`src/rtl/owbm_pkg.sv`:
```
// ----------------------------------------------------------------------------
// owbm_pkg
// Shared types, constants and helpers of the 1-Wire bus master.
// ----------------------------------------------------------------------------
`default_nettype none

package owbm_pkg;

  // Field and counter widths
  localparam int unsigned OPCODE_W       = 2;
  localparam int unsigned BYTE_W         = 8;
  localparam int unsigned CFG_DATA_W     = 10;
  localparam int unsigned CFG_IDX_W      = 3;
  localparam int unsigned TICK_W         = 10;
  localparam int unsigned BITS_PER_BYTE  = 8;
  localparam int unsigned BIT_IDX_W      = 3;
  localparam int unsigned CMP_W          = 17;
  localparam int unsigned QUEUE_DEPTH    = 2;
  localparam int unsigned QPTR_W         = $clog2(QUEUE_DEPTH);
  localparam int unsigned QCNT_W         = $clog2(QUEUE_DEPTH + 1);

  localparam logic [TICK_W-1:0] CNT_MAX  = {TICK_W{1'b1}};

  // Reset values of the timing registers
  localparam logic [CFG_DATA_W-1:0] RST_RESET_LOW   = CFG_DATA_W'(480);
  localparam logic [CFG_DATA_W-1:0] RST_PRES_WAIT   = CFG_DATA_W'(80);
  localparam logic [CFG_DATA_W-1:0] RST_RESET_RECOV = CFG_DATA_W'(400);
  localparam logic [CFG_DATA_W-1:0] RST_SHORT_LOW   = CFG_DATA_W'(1);
  localparam logic [CFG_DATA_W-1:0] RST_LONG_LOW    = CFG_DATA_W'(50);
  localparam logic [CFG_DATA_W-1:0] RST_SLOT_RECOV  = CFG_DATA_W'(50);

  // Command opcodes
  typedef enum logic [OPCODE_W-1:0] {
    OP_TICK  = 2'd0,
    OP_RESET = 2'd1,
    OP_WRITE = 2'd2,
    OP_READ  = 2'd3
  } opcode_e;

  // Timing register indexes
  typedef enum logic [CFG_IDX_W-1:0] {
    CFG_RESET_LOW   = 3'd0,
    CFG_PRES_WAIT   = 3'd1,
    CFG_RESET_RECOV = 3'd2,
    CFG_SHORT_LOW   = 3'd3,
    CFG_LONG_LOW    = 3'd4,
    CFG_SLOT_RECOV  = 3'd5
  } cfg_idx_e;

  // Bus phases, one-hot
  typedef enum logic [7:0] {
    PH_IDLE      = 8'b0000_0001,
    PH_RST_LOW   = 8'b0000_0010,
    PH_RST_WAIT  = 8'b0000_0100,
    PH_RST_RECOV = 8'b0000_1000,
    PH_WR_LOW    = 8'b0001_0000,
    PH_WR_REL    = 8'b0010_0000,
    PH_RD_LOW    = 8'b0100_0000,
    PH_RD_REL    = 8'b1000_0000
  } phase_e;

  // Classified item handed from front to back
  typedef struct packed {
    logic              start_reset;
    logic              start_write;
    logic              start_read;
    logic [BYTE_W-1:0] write_byte;
    logic              line_level;
  } item_t;

  // Low time of zero acts as one tick
  function automatic logic [CFG_DATA_W-1:0] at_least_one(input logic [CFG_DATA_W-1:0] v);
    at_least_one = (v == '0) ? CFG_DATA_W'(1) : v;
  endfunction

  // Count reached the target, with targets beyond the counter range saturating
  function automatic logic tick_hit(input logic [TICK_W-1:0]     cnt,
                                    input logic [CFG_DATA_W-1:0] target);
    tick_hit = (CMP_W'(cnt) >= CMP_W'(target)) || (cnt == CNT_MAX);
  endfunction

endpackage

`default_nettype wire

```
`src/rtl/owbm_if.sv`:
```
// ----------------------------------------------------------------------------
// owbm_if
// Channel interfaces of the 1-Wire bus master: command, result, config.
// ----------------------------------------------------------------------------
`default_nettype none

interface owbm_cmd_if;
  logic                          valid;
  logic                          ready;
  logic [owbm_pkg::OPCODE_W-1:0] opcode;
  logic [owbm_pkg::BYTE_W-1:0]   write_byte;
  logic                          line_level;

  modport source (output valid, output opcode, output write_byte, output line_level,
                  input ready);
  modport sink   (input valid, input opcode, input write_byte, input line_level,
                  output ready);
endinterface

interface owbm_res_if;
  logic                        valid;
  logic                        ready;
  logic                        drive_low;
  logic                        busy_res;
  logic                        done_res;
  logic                        presence;
  logic [owbm_pkg::BYTE_W-1:0] read_byte;

  modport source (output valid, output drive_low, output busy_res, output done_res,
                  output presence, output read_byte, input ready);
  modport sink   (input valid, input drive_low, input busy_res, input done_res,
                  input presence, input read_byte, output ready);
endinterface

interface owbm_cfg_if;
  logic                            valid;
  logic                            ready;
  logic [owbm_pkg::CFG_IDX_W-1:0]  index;
  logic [owbm_pkg::CFG_DATA_W-1:0] data;

  modport source (output valid, output index, output data, input ready);
  modport sink   (input valid, input index, input data, output ready);
endinterface

`default_nettype wire

```
`src/rtl/owbm_front.sv`:
```
// ----------------------------------------------------------------------------
// owbm_front
// Command front end: accepts beats and classifies the opcode.
// ----------------------------------------------------------------------------
`default_nettype none

module owbm_front (
  owbm_cmd_if.sink          cmd_i,
  output logic              push_valid_o,
  input  logic              push_ready_i,
  output owbm_pkg::item_t   push_item_o
);

  // Pass the handshake straight to the queue
  assign push_valid_o = cmd_i.valid;
  assign cmd_i.ready  = push_ready_i;

  // Classify the opcode into start requests
  always_comb begin
    push_item_o             = '0;
    push_item_o.write_byte  = cmd_i.write_byte;
    push_item_o.line_level  = cmd_i.line_level;
    unique case (owbm_pkg::opcode_e'(cmd_i.opcode))
      owbm_pkg::OP_TICK:  push_item_o.start_reset = 1'b0;
      owbm_pkg::OP_RESET: push_item_o.start_reset = 1'b1;
      owbm_pkg::OP_WRITE: push_item_o.start_write = 1'b1;
      owbm_pkg::OP_READ:  push_item_o.start_read  = 1'b1;
      default:            push_item_o.start_reset = 1'b0;
    endcase
  end

endmodule

`default_nettype wire

```
`src/rtl/owbm_queue.sv`:
```
// ----------------------------------------------------------------------------
// owbm_queue
// Short queue of classified items between the front end and the bus engine.
// ----------------------------------------------------------------------------
`default_nettype none

module owbm_queue (
  input  logic              clk_i,
  input  logic              rst_ni,
  input  logic              push_valid_i,
  output logic              push_ready_o,
  input  owbm_pkg::item_t   push_item_i,
  output logic              pop_valid_o,
  input  logic              pop_ready_i,
  output owbm_pkg::item_t   pop_item_o
);

  owbm_pkg::item_t                  mem_q [owbm_pkg::QUEUE_DEPTH];
  logic [owbm_pkg::QPTR_W-1:0]      wr_ptr_q, wr_ptr_d;
  logic [owbm_pkg::QPTR_W-1:0]      rd_ptr_q, rd_ptr_d;
  logic [owbm_pkg::QCNT_W-1:0]      count_q, count_d;
  logic                             push, pop;

  assign push_ready_o = (count_q != owbm_pkg::QCNT_W'(owbm_pkg::QUEUE_DEPTH));
  assign pop_valid_o  = (count_q != '0);
  assign pop_item_o   = mem_q[rd_ptr_q];
  assign push         = push_valid_i && push_ready_o;
  assign pop          = pop_valid_o && pop_ready_i;

  // Advance pointers and fill count
  always_comb begin
    wr_ptr_d = wr_ptr_q;
    rd_ptr_d = rd_ptr_q;
    count_d  = count_q;
    if (push) begin
      wr_ptr_d = (wr_ptr_q == owbm_pkg::QPTR_W'(owbm_pkg::QUEUE_DEPTH - 1)) ? '0
                 : wr_ptr_q + owbm_pkg::QPTR_W'(1);
    end
    if (pop) begin
      rd_ptr_d = (rd_ptr_q == owbm_pkg::QPTR_W'(owbm_pkg::QUEUE_DEPTH - 1)) ? '0
                 : rd_ptr_q + owbm_pkg::QPTR_W'(1);
    end
    priority if (push && !pop) begin
      count_d = count_q + owbm_pkg::QCNT_W'(1);
    end else if (pop && !push) begin
      count_d = count_q - owbm_pkg::QCNT_W'(1);
    end else begin
      count_d = count_q;
    end
  end

  always_ff @(posedge clk_i or negedge rst_ni) begin
    if (!rst_ni) begin
      wr_ptr_q <= '0;
      rd_ptr_q <= '0;
      count_q  <= '0;
    end else begin
      wr_ptr_q <= wr_ptr_d;
      rd_ptr_q <= rd_ptr_d;
      count_q  <= count_d;
    end
  end

  // Store the pushed beat
  always_ff @(posedge clk_i) begin
    if (push) begin
      mem_q[wr_ptr_q] <= push_item_i;
    end
  end

endmodule

`default_nettype wire

```
`src/rtl/owbm_back.sv`:
```
// ----------------------------------------------------------------------------
// owbm_back
// Bus engine: timing registers, phase sequencer and the result register.
// ----------------------------------------------------------------------------
`default_nettype none

module owbm_back (
  input  logic              clk_i,
  input  logic              rst_ni,
  owbm_cfg_if.sink          cfg_i,
  input  logic              pop_valid_i,
  output logic              pop_ready_o,
  input  owbm_pkg::item_t   pop_item_i,
  owbm_res_if.source        res_o
);

  localparam int unsigned DW = owbm_pkg::CFG_DATA_W;
  localparam int unsigned TW = owbm_pkg::TICK_W;
  localparam int unsigned BW = owbm_pkg::BYTE_W;
  localparam int unsigned IW = owbm_pkg::BIT_IDX_W;

  // Timing registers
  logic [DW-1:0] reset_low_q, pres_wait_q, reset_recov_q;
  logic [DW-1:0] short_low_q, long_low_q, slot_recov_q;

  // Sequencer state
  owbm_pkg::phase_e phase_q, phase_d;
  logic [TW-1:0]    cnt_q, cnt_d, cnt_inc;
  logic [IW-1:0]    bit_q, bit_d;
  logic [BW-1:0]    shift_q, shift_d, shift_rd;
  logic             pres_q, pres_d;
  logic [BW-1:0]    latch_q, latch_d;
  logic             done;
  logic             cur_bit;
  logic             last_bit;
  logic             step;

  // Result register
  logic             res_valid_q;
  logic             res_drive_q, res_busy_q, res_done_q, res_pres_q;
  logic [BW-1:0]    res_byte_q;

  assign cfg_i.ready = 1'b1;

  // Take configuration writes
  always_ff @(posedge clk_i or negedge rst_ni) begin
    if (!rst_ni) begin
      reset_low_q   <= owbm_pkg::RST_RESET_LOW;
      pres_wait_q   <= owbm_pkg::RST_PRES_WAIT;
      reset_recov_q <= owbm_pkg::RST_RESET_RECOV;
      short_low_q   <= owbm_pkg::RST_SHORT_LOW;
      long_low_q    <= owbm_pkg::RST_LONG_LOW;
      slot_recov_q  <= owbm_pkg::RST_SLOT_RECOV;
    end else if (cfg_i.valid) begin
      unique case (owbm_pkg::cfg_idx_e'(cfg_i.index))
        owbm_pkg::CFG_RESET_LOW:   reset_low_q   <= cfg_i.data;
        owbm_pkg::CFG_PRES_WAIT:   pres_wait_q   <= cfg_i.data;
        owbm_pkg::CFG_RESET_RECOV: reset_recov_q <= cfg_i.data;
        owbm_pkg::CFG_SHORT_LOW:   short_low_q   <= cfg_i.data;
        owbm_pkg::CFG_LONG_LOW:    long_low_q    <= cfg_i.data;
        owbm_pkg::CFG_SLOT_RECOV:  slot_recov_q  <= cfg_i.data;
        default: ;
      endcase
    end
  end

  // Step when a beat waits and the result register is free
  assign pop_ready_o = !res_valid_q || res_o.ready;
  assign step        = pop_valid_i && pop_ready_o;

  assign cnt_inc  = (cnt_q != owbm_pkg::CNT_MAX) ? cnt_q + TW'(1) : cnt_q;
  assign cur_bit  = shift_q[bit_q];
  assign last_bit = ((IW + 1)'(bit_q) + (IW + 1)'(1)) >= (IW + 1)'(owbm_pkg::BITS_PER_BYTE);

  // Sample the read bit on the first released tick of a read slot
  always_comb begin
    shift_rd = shift_q;
    if (cnt_q == '0 && pop_item_i.line_level) begin
      shift_rd[bit_q] = 1'b1;
    end
  end

  // Phase sequencer
  always_comb begin
    phase_d = phase_q;
    cnt_d   = cnt_q;
    bit_d   = bit_q;
    shift_d = shift_q;
    pres_d  = pres_q;
    latch_d = latch_q;
    done    = 1'b0;
    unique case (phase_q)
      owbm_pkg::PH_IDLE: begin
        cnt_d = '0;
        bit_d = '0;
        priority if (pop_item_i.start_reset) begin
          phase_d = owbm_pkg::PH_RST_LOW;
          pres_d  = 1'b0;
        end else if (pop_item_i.start_write) begin
          phase_d = owbm_pkg::PH_WR_LOW;
          shift_d = pop_item_i.write_byte;
        end else if (pop_item_i.start_read) begin
          phase_d = owbm_pkg::PH_RD_LOW;
          shift_d = '0;
        end else begin
          phase_d = owbm_pkg::PH_IDLE;
        end
      end
      owbm_pkg::PH_RST_LOW: begin
        cnt_d = cnt_inc;
        if (owbm_pkg::tick_hit(cnt_inc, owbm_pkg::at_least_one(reset_low_q))) begin
          phase_d = owbm_pkg::PH_RST_WAIT;
          cnt_d   = '0;
        end
      end
      owbm_pkg::PH_RST_WAIT: begin
        cnt_d = cnt_inc;
        if (owbm_pkg::tick_hit(cnt_inc, owbm_pkg::at_least_one(pres_wait_q))) begin
          pres_d = !pop_item_i.line_level;
          cnt_d  = '0;
          if (reset_recov_q == '0) begin
            phase_d = owbm_pkg::PH_IDLE;
            done    = 1'b1;
          end else begin
            phase_d = owbm_pkg::PH_RST_RECOV;
          end
        end
      end
      owbm_pkg::PH_RST_RECOV: begin
        cnt_d = cnt_inc;
        if (owbm_pkg::tick_hit(cnt_inc, reset_recov_q)) begin
          phase_d = owbm_pkg::PH_IDLE;
          cnt_d   = '0;
          done    = 1'b1;
        end
      end
      owbm_pkg::PH_WR_LOW: begin
        cnt_d = cnt_inc;
        if (owbm_pkg::tick_hit(cnt_inc, owbm_pkg::at_least_one(cur_bit ? short_low_q
                                                                          : long_low_q))) begin
          phase_d = owbm_pkg::PH_WR_REL;
          cnt_d   = '0;
        end
      end
      owbm_pkg::PH_RD_LOW: begin
        cnt_d = cnt_inc;
        if (owbm_pkg::tick_hit(cnt_inc, owbm_pkg::at_least_one(short_low_q))) begin
          phase_d = owbm_pkg::PH_RD_REL;
          cnt_d   = '0;
        end
      end
      owbm_pkg::PH_WR_REL: begin
        cnt_d = cnt_inc;
        // a write-zero slot releases for exactly one tick
        if (owbm_pkg::tick_hit(cnt_inc, cur_bit ? owbm_pkg::at_least_one(slot_recov_q)
                                                : DW'(1))) begin
          cnt_d = '0;
          if (last_bit) begin
            phase_d = owbm_pkg::PH_IDLE;
            bit_d   = '0;
            done    = 1'b1;
          end else begin
            phase_d = owbm_pkg::PH_WR_LOW;
            bit_d   = bit_q + IW'(1);
          end
        end
      end
      owbm_pkg::PH_RD_REL: begin
        cnt_d   = cnt_inc;
        shift_d = shift_rd;
        if (owbm_pkg::tick_hit(cnt_inc, owbm_pkg::at_least_one(slot_recov_q))) begin
          cnt_d = '0;
          if (last_bit) begin
            latch_d = shift_rd;
            phase_d = owbm_pkg::PH_IDLE;
            bit_d   = '0;
            done    = 1'b1;
          end else begin
            phase_d = owbm_pkg::PH_RD_LOW;
            bit_d   = bit_q + IW'(1);
          end
        end
      end
      default: begin
        phase_d = owbm_pkg::PH_IDLE;
        cnt_d   = '0;
      end
    endcase
  end

  // Hold sequencer state between beats
  always_ff @(posedge clk_i or negedge rst_ni) begin
    if (!rst_ni) begin
      phase_q <= owbm_pkg::PH_IDLE;
      cnt_q   <= '0;
      bit_q   <= '0;
      shift_q <= '0;
      pres_q  <= 1'b0;
      latch_q <= '0;
    end else if (step) begin
      phase_q <= phase_d;
      cnt_q   <= cnt_d;
      bit_q   <= bit_d;
      shift_q <= shift_d;
      pres_q  <= pres_d;
      latch_q <= latch_d;
    end
  end

  // Result beat valid flag
  always_ff @(posedge clk_i or negedge rst_ni) begin
    if (!rst_ni) begin
      res_valid_q <= 1'b0;
    end else if (step) begin
      res_valid_q <= 1'b1;
    end else if (res_o.ready) begin
      res_valid_q <= 1'b0;
    end
  end

  // Load the result payload from the next state
  always_ff @(posedge clk_i) begin
    if (step) begin
      res_drive_q <= (phase_d == owbm_pkg::PH_RST_LOW) || (phase_d == owbm_pkg::PH_WR_LOW) ||
                     (phase_d == owbm_pkg::PH_RD_LOW);
      res_busy_q  <= (phase_d != owbm_pkg::PH_IDLE);
      res_done_q  <= done;
      res_pres_q  <= pres_d;
      res_byte_q  <= latch_d;
    end
  end

  assign res_o.valid     = res_valid_q;
  assign res_o.drive_low = res_drive_q;
  assign res_o.busy_res  = res_busy_q;
  assign res_o.done_res  = res_done_q;
  assign res_o.presence  = res_pres_q;
  assign res_o.read_byte = res_byte_q;

endmodule

`default_nettype wire

```
`src/rtl/one_wire_bus_master.sv`:
```
// ----------------------------------------------------------------------------
// one_wire_bus_master
// Timed 1-Wire master driven by one command or microsecond tick per beat.
// ----------------------------------------------------------------------------
// Usage:
//   cmd_i carries one beat per microsecond: an opcode (tick, bus reset, byte
//   write, byte read), the byte to send and the sampled bus level. Commands
//   that arrive while an operation runs are treated as plain ticks.
//   res_o returns one beat for every command beat: bus drive, busy, done,
//   presence and the last read byte, all showing the state after that beat.
//   cfg_i writes the six timing registers; write only while idle.
// Timing:
//   A command beat passes the queue, then the bus engine's result register.
//   The bus engine retires one beat per cycle while res_o does not stall,
//   so sustained throughput is one beat per clock; the phase sequencer
//   advances once per retired beat.
// Reset and stalls:
//   Reset loads the default timing values, empties the queue and returns the
//   sequencer to idle. When res_o stalls, the two-entry queue keeps taking
//   beats until it fills, then cmd_i.ready drops; nothing is lost.
// ----------------------------------------------------------------------------
`default_nettype none

module one_wire_bus_master (
  input  logic         clk_i,
  input  logic         rst_ni,
  owbm_cmd_if.sink     cmd_i,
  owbm_res_if.source   res_o,
  owbm_cfg_if.sink     cfg_i
);

  logic              push_valid, push_ready;
  logic              pop_valid, pop_ready;
  owbm_pkg::item_t   push_item, pop_item;

  owbm_front u_front (
    .cmd_i        (cmd_i),
    .push_valid_o (push_valid),
    .push_ready_i (push_ready),
    .push_item_o  (push_item)
  );

  owbm_queue u_queue (
    .clk_i        (clk_i),
    .rst_ni       (rst_ni),
    .push_valid_i (push_valid),
    .push_ready_o (push_ready),
    .push_item_i  (push_item),
    .pop_valid_o  (pop_valid),
    .pop_ready_i  (pop_ready),
    .pop_item_o   (pop_item)
  );

  owbm_back u_back (
    .clk_i       (clk_i),
    .rst_ni      (rst_ni),
    .cfg_i       (cfg_i),
    .pop_valid_i (pop_valid),
    .pop_ready_o (pop_ready),
    .pop_item_i  (pop_item),
    .res_o       (res_o)
  );

  // A finished operation always leaves the engine idle
  a_done_idle: assert property (@(posedge clk_i) disable iff (!rst_ni)
    res_o.valid && res_o.done_res |-> !res_o.busy_res)
    else $error("done raised while still busy");

  // The bus is only pulled low during an operation
  a_drive_busy: assert property (@(posedge clk_i) disable iff (!rst_ni)
    res_o.valid && res_o.drive_low |-> res_o.busy_res)
    else $error("bus driven low while idle");

  // Back-pressure on commands only comes from a waiting result
  a_stall_cause: assert property (@(posedge clk_i) disable iff (!rst_ni)
    !cmd_i.ready |-> res_o.valid)
    else $error("command stalled with no result pending");

  // A stalled command beat leaves the queue full at the next edge too
  a_stall_hold: assert property (@(posedge clk_i) disable iff (!rst_ni)
    !cmd_i.ready && !res_o.ready |=> !cmd_i.ready)
    else $error("queue drained without a result being taken");

endmodule

`default_nettype wire

```
`src/flat_wrapper.sv`:
```
// flat-port wrapper written by rule: the top's interface ports become plain ports
module one_wire_bus_master_flat 
  (clk_i, rst_ni, cmd_i_valid, cmd_i_opcode, cmd_i_write_byte, cmd_i_line_level, cmd_i_ready, res_o_valid, res_o_drive_low, res_o_busy_res, res_o_done_res, res_o_presence, res_o_read_byte, res_o_ready, cfg_i_valid, cfg_i_index, cfg_i_data, cfg_i_ready);
  owbm_cmd_if cmd_i_i ();
  owbm_res_if res_o_i ();
  owbm_cfg_if cfg_i_i ();
  input  logic clk_i;
  input  logic rst_ni;
  input wire logic [$bits(cmd_i_i.valid)-1:0] cmd_i_valid;
  input wire logic [$bits(cmd_i_i.opcode)-1:0] cmd_i_opcode;
  input wire logic [$bits(cmd_i_i.write_byte)-1:0] cmd_i_write_byte;
  input wire logic [$bits(cmd_i_i.line_level)-1:0] cmd_i_line_level;
  output wire logic [$bits(cmd_i_i.ready)-1:0] cmd_i_ready;
  output wire logic [$bits(res_o_i.valid)-1:0] res_o_valid;
  output wire logic [$bits(res_o_i.drive_low)-1:0] res_o_drive_low;
  output wire logic [$bits(res_o_i.busy_res)-1:0] res_o_busy_res;
  output wire logic [$bits(res_o_i.done_res)-1:0] res_o_done_res;
  output wire logic [$bits(res_o_i.presence)-1:0] res_o_presence;
  output wire logic [$bits(res_o_i.read_byte)-1:0] res_o_read_byte;
  input wire logic [$bits(res_o_i.ready)-1:0] res_o_ready;
  input wire logic [$bits(cfg_i_i.valid)-1:0] cfg_i_valid;
  input wire logic [$bits(cfg_i_i.index)-1:0] cfg_i_index;
  input wire logic [$bits(cfg_i_i.data)-1:0] cfg_i_data;
  output wire logic [$bits(cfg_i_i.ready)-1:0] cfg_i_ready;
  assign cmd_i_i.valid = cmd_i_valid;
  assign cmd_i_i.opcode = cmd_i_opcode;
  assign cmd_i_i.write_byte = cmd_i_write_byte;
  assign cmd_i_i.line_level = cmd_i_line_level;
  assign cmd_i_ready = cmd_i_i.ready;
  assign res_o_valid = res_o_i.valid;
  assign res_o_drive_low = res_o_i.drive_low;
  assign res_o_busy_res = res_o_i.busy_res;
  assign res_o_done_res = res_o_i.done_res;
  assign res_o_presence = res_o_i.presence;
  assign res_o_read_byte = res_o_i.read_byte;
  assign res_o_i.ready = res_o_ready;
  assign cfg_i_i.valid = cfg_i_valid;
  assign cfg_i_i.index = cfg_i_index;
  assign cfg_i_i.data = cfg_i_data;
  assign cfg_i_ready = cfg_i_i.ready;
  one_wire_bus_master u_core (.clk_i(clk_i), .rst_ni(rst_ni), .cmd_i(cmd_i_i), .res_o(res_o_i), .cfg_i(cfg_i_i));
endmodule
```
`config.mk`:
```
export PLATFORM = sky130hd
export DESIGN_NAME = one_wire_bus_master_flat
export DESIGN_NICKNAME = d
export VERILOG_FILES = /design/src/rtl/owbm_pkg.sv /design/src/rtl/owbm_if.sv /design/src/rtl/owbm_front.sv /design/src/rtl/owbm_queue.sv /design/src/rtl/owbm_back.sv /design/src/rtl/one_wire_bus_master.sv /design/src/flat_wrapper.sv
export SDC_FILE = /design/constraint.sdc
export NUM_CORES = 1
export LEC_CHECK = 0
export BUFFER_PORTS_ARGS = -buffer_cell sky130_fd_sc_hd__buf_2
export CORE_UTILIZATION = 50
export DETAILED_ROUTE_END_ITERATION = 12
export GPL_TIMING_DRIVEN = 0
export PLACE_DENSITY = 0.63
export SLEW_MARGIN = 10
export SYNTH_ARGS = -nofsm -noshare
export SYNTH_HDL_FRONTEND = slang
export SYNTH_SLANG_ARGS = --single-unit
```
`constraint.sdc`:
```
create_clock -name clk_i -period 4.5 [get_ports clk_i]
set_input_delay 0.675 -clock clk_i [delete_from_list [all_inputs] [get_ports clk_i]]
set_output_delay 0.675 -clock clk_i [all_outputs]
set_load 0.005 [all_outputs]
```
==> summary.md <==
| Metric | Value |
|---|---|
| Die width | around 130 um |
| CTS tree | yes |
| Arrival time at the worst endpoint | roughly 4.6 ns |
| CTS clk-pin slew, worst paths | 0.06 ns |
| Htree depth | 4 |
| Slew headroom | 26.24% |
| Clock sink count | ~140 |
| Met3 Usage GRT | 5.324% |
| Rows | 46 |
| Post-layout minimum cycle time | around 4.3 ns |
| Status | finished clean |
| Routed Antenna Nets | 0 |
| Hold Crit Class | input port to async pin |
| Most frequent cells in the layout | nand2_1, dfrtp_1, ha_1 |
| Final cell utilization of the core | 59.29% |
| Synth Area in XOR/XNOR | roughly 1.1% |
| Seq cells post-synth | ~140 |
| Synth Net Count | between 900 and 1k |
| Critical path class | flip-flop to flip-flop |
| Initial antenna violation count | 0 |
| Wire per inst | 18.94 um |
| First-pass GRT wire length | 34,270 um |
| Antenna cells | 0 |
| Synth Flop Type | dfrtp_1 |
| Most common cell after layout, fill and taps aside | nand2_1 |
| Syn_area_per_cell | between 10 and 15 um^2 |
| Routed wire length | 21,330 um |
| Power Dens Cells | 492.8 nW/um^2 |
| Hold Vio Cnt, Final | 0 |
| RePlAce Congestion | 0.9129 |
| Synth async-reset ratio | 74.10% |
| Fmax | 235.2 MHz |
| Seq/Total Area, Yosys | 43.88% |
| Design Area, Final | 9554 um^2 |
| CTS Root Cell | clkbuf_16 |
| Placed cell area | roughly 8900 um^2 |
| # setup viols final | 0 |
| RSZ-0062 raised after global routing | false |
| Post-CTS Hold Buffers | 0 |
| Number of fill cells in the layout | about 1.4k |
| Period utilization | 94.46% |
| Clock Path Buffers | 2 |
| # Post-CTS Setup Buffers | 0 |
| Largest family of logic cells by synthesized area | compound AO/OA/AOI/OAI gates |
| Detailed router's first-iteration violation count | 576 |
| Max Cap Viol | 0 |
| Die H | 131.5 um |
| Reg2Reg Setup Slack | 0.25 ns |
| I/O Buffers | 40 |
| Unique cell type count in the Yosys netlist | 79 |
| Core area | 16,120 um^2 |
| Global routing met2 resource utilization | 39.74% |
| Synth warn | 0 |
| Fin cells | 1,126 |
| Post-Synth Simple-Gate Area | 14.61% |
| Later-pin clock latency in the skew report | 0.43 ns |
| Area delta synth->final | 13.94% |
| Slew Viols, Final | 0 |
| Largest net degree at the start of global routing | 70 |
| Num ports | 44 |
| Global-route layer with the greatest usage | met2 |
| Via/cell ratio | 5.974 |
| GRT Total Usage | 25.58% |
| Worst-margin pin slew | 1.106 ns |
| Drt pass-1 iters | 5 |
| Routed vias | around 6.7k |
| GRT met1 Usage | a little over a third |
| Vias in the first global route | 6,509 |
| Fraction of synthesized area in multiplexers | about 6.5% |
| Layout cell share with drive strength beyond 1 | 18.35% |
| Number of synthesized flops with an enable pin | 36 |
| Num CTS Buffers | 17 |
| Final clock skew | approximately 0.0086 ns |
| Placed cell count | 1,095 |
| Synthesized instance count | 837 |
| Number of remaining DRC errors | 0 |
| Peak VDD IR | between 0.2 and 0.3 mV |
| Initial Util | 52.03% |
| Area share of fa/ha/maj cells after synthesis | 11.04% |
| Die Footprint | 17,290 um^2 |
| Required @ worst endpoint | slightly below 5 ns |
| Static leakage | ~4.2 nW |
| Kind of end point of the critical path | flip-flop |
| Detailed Place HPWL | 15,490 um |
| Grt total ovfl | 0 |
| Synthesized area | between 8000 and 9000 um^2 |
| Synth Area in Compound Gates | 17.70% |
| Nature of the critical path startpoint | flip-flop |
| CP Max Fanout | 10 |
| Nets | 1,000 |
-- what timing repair did --
action                                  CTS  global route
resized for setup                         2             8
endpoints found under the setup margin    5            26
cloned                                    0             0
-- final cells by class --
type / instances / area [um^2] / share of cell area (%)
clock inverters: 13 / 187.7 / 1.964
flip-flops and latches: 139 / 3680 / 38.51
plain buffers: 33 / 181.4 / 1.899
repair buffers: 42 / 241.5 / 2.528
multi-input cells: 599 / 4317 / 45.18
inverters: 65 / 244.0 / 2.554
well taps: 216 / 270.3 / 2.829
clock buffers: 19 / 432.9 / 4.531
-- flip-flops by register name (all words and copies together), names as in the netlist --
signal                         flops
u_core.u_back.bit_q                3
u_core.u_back.cnt_q               10
u_core.u_back.latch_q              8
u_core.u_back.long_low_q          10
u_core.u_back.phase_q              8
u_core.u_back.pres_q               1
u_core.u_back.pres_wait_q         10
u_core.u_back.res_o.busy_res       1
u_core.u_back.res_o.done_res       1
u_core.u_back.res_o.drive_low      1
u_core.u_back.res_o.presence       1
u_core.u_back.res_o.read_byte      8
u_core.u_back.res_o.valid          1
u_core.u_back.reset_low_q         10
u_core.u_back.reset_recov_q       10
u_core.u_back.shift_q              8
u_core.u_back.short_low_q         10
u_core.u_back.slot_recov_q        10
u_core.u_queue.count_q             2
u_core.u_queue.mem_q              24
u_core.u_queue.rd_ptr_q            1
u_core.u_queue.wr_ptr_q            1
-- cells in the mapped netlist (7+ instances only) --
| cell | count | area share, % |
|---|---|---|
| xnor2_1 | 7 | 0.73 |
| edfxtp_1 | 36 | 13 |
| dfrtp_1 | 86 | 26 |
| nand2b_1 | 9 | 0.67 |
| o211ai_1 | 8 | 0.72 |
| o21a_1 | 9 | 0.81 |
| nand2_1 | 98 | 4.4 |
| o21ai_0 | 61 | 3.6 |
| mux2_2 | 36 | 4.8 |
| mux2i_1 | 14 | 1.7 |
| dfstp_2 | 17 | 5.3 |
| nand3_1 | 11 | 0.66 |
| ha_1 | 74 | 11 |
| nand4_1 | 7 | 0.52 |
| clkbuf_1 | 19 | 0.85 |
| a22oi_1 | 10 | 0.90 |
| nor2b_1 | 7 | 0.52 |
| nand4b_1 | 7 | 0.73 |
| nor4_1 | 10 | 0.75 |
| a21oi_1 | 42 | 2.5 |
| nor2_1 | 46 | 2.1 |
| inv_1 | 63 | 2.8 |
| a211oi_1 | 12 | 1.1 |
| nor3_1 | 16 | 0.95 |
-- through the flow --
stage	hold slack, ns	setup TNS [ns]	total power, mW	worst slack (ns)
after floorplan	0.3794	0	2.741	0.6992
after global placement	0.4777	-0.1891	3.144	-0.05769
after detailed placement	0.4909	-0.03500	3.214	-0.01314
after CTS	0.1574	0	4.712	0.1227
after global routing	0.1614	0	4.984	0.02440
final	0.1497	0	4.708	0.2491
-- per-layer routing --
metal | vias to the layer above | wire (um)
met1 | 3284 | 10000
met5 | - | 0
met3 | 35 | 1011
li1 | 3197 | -
met2 | 211 | 9846
met4 | 0 | 465
-- path summary, 6_finish.rpt --
check	start	to	cells past startpoint
min in group clk_i	cmd_i_write_byte[2]	u_core.u_queue.mem_q[1][3]$_DFFE_PP_	1
worst max-delay path	u_core.u_back.cnt_q[0]$_DFFE_PN0P_	u_core.u_back.cnt_q[4]$_DFFE_PN0P_	16
worst min-delay path	rst_ni	u_core.u_back.cnt_q[6]$_DFFE_PN0P_	1
max in group asynchronous	rst_ni	u_core.u_back.short_low_q[0]$_DFFE_PN1P_	2
worst max register to register	u_core.u_back.cnt_q[0]$_DFFE_PN0P_	u_core.u_back.cnt_q[4]$_DFFE_PN0P_	16
worst min register to register	u_core.u_queue.wr_ptr_q$_DFFE_PN0P_	u_core.u_queue.wr_ptr_q$_DFFE_PN0P_	1
-- critical path, cell delays in order (launching register included) --
cell and delay [ns]:
dfrtp_1 0.45, ha_1 0.17, buf_2 0.18, nand2_1 0.18, o21a_1 0.23, nor3_1 0.35, inv_1 0.32, ha_1 0.37
o211ai_1 0.07, o21ai_0 0.15, o21ai_0 0.11, a31oi_1 0.56, o221ai_1 0.28, o31ai_2 0.32, buf_6 0.20, a21oi_1 0.05
a21o_1 0.14
-- logic make-up after synthesis --
| kind of cell | after synthesis |
|---|---|
| AOI/OAI and AO/OA | 216 |
| xor gates and xnor gates | 11 |
| adders and majority gates | 74 |
| buffers and inverters | 99 |
| DFF | 139 |
| muxes | 50 |
| other | 1 |
| and+or+nand+nor | 247 |
-- report_power, final --
part           total [mW]  internal, mW  leakage, nW  switching (mW)
Clock                1.49         0.932        0.296           0.556
Combinational        1.40         0.536         2.30           0.864
Sequential           1.82          1.64         1.61           0.184
No activity file was read; power rests on OpenSTA's default activity.
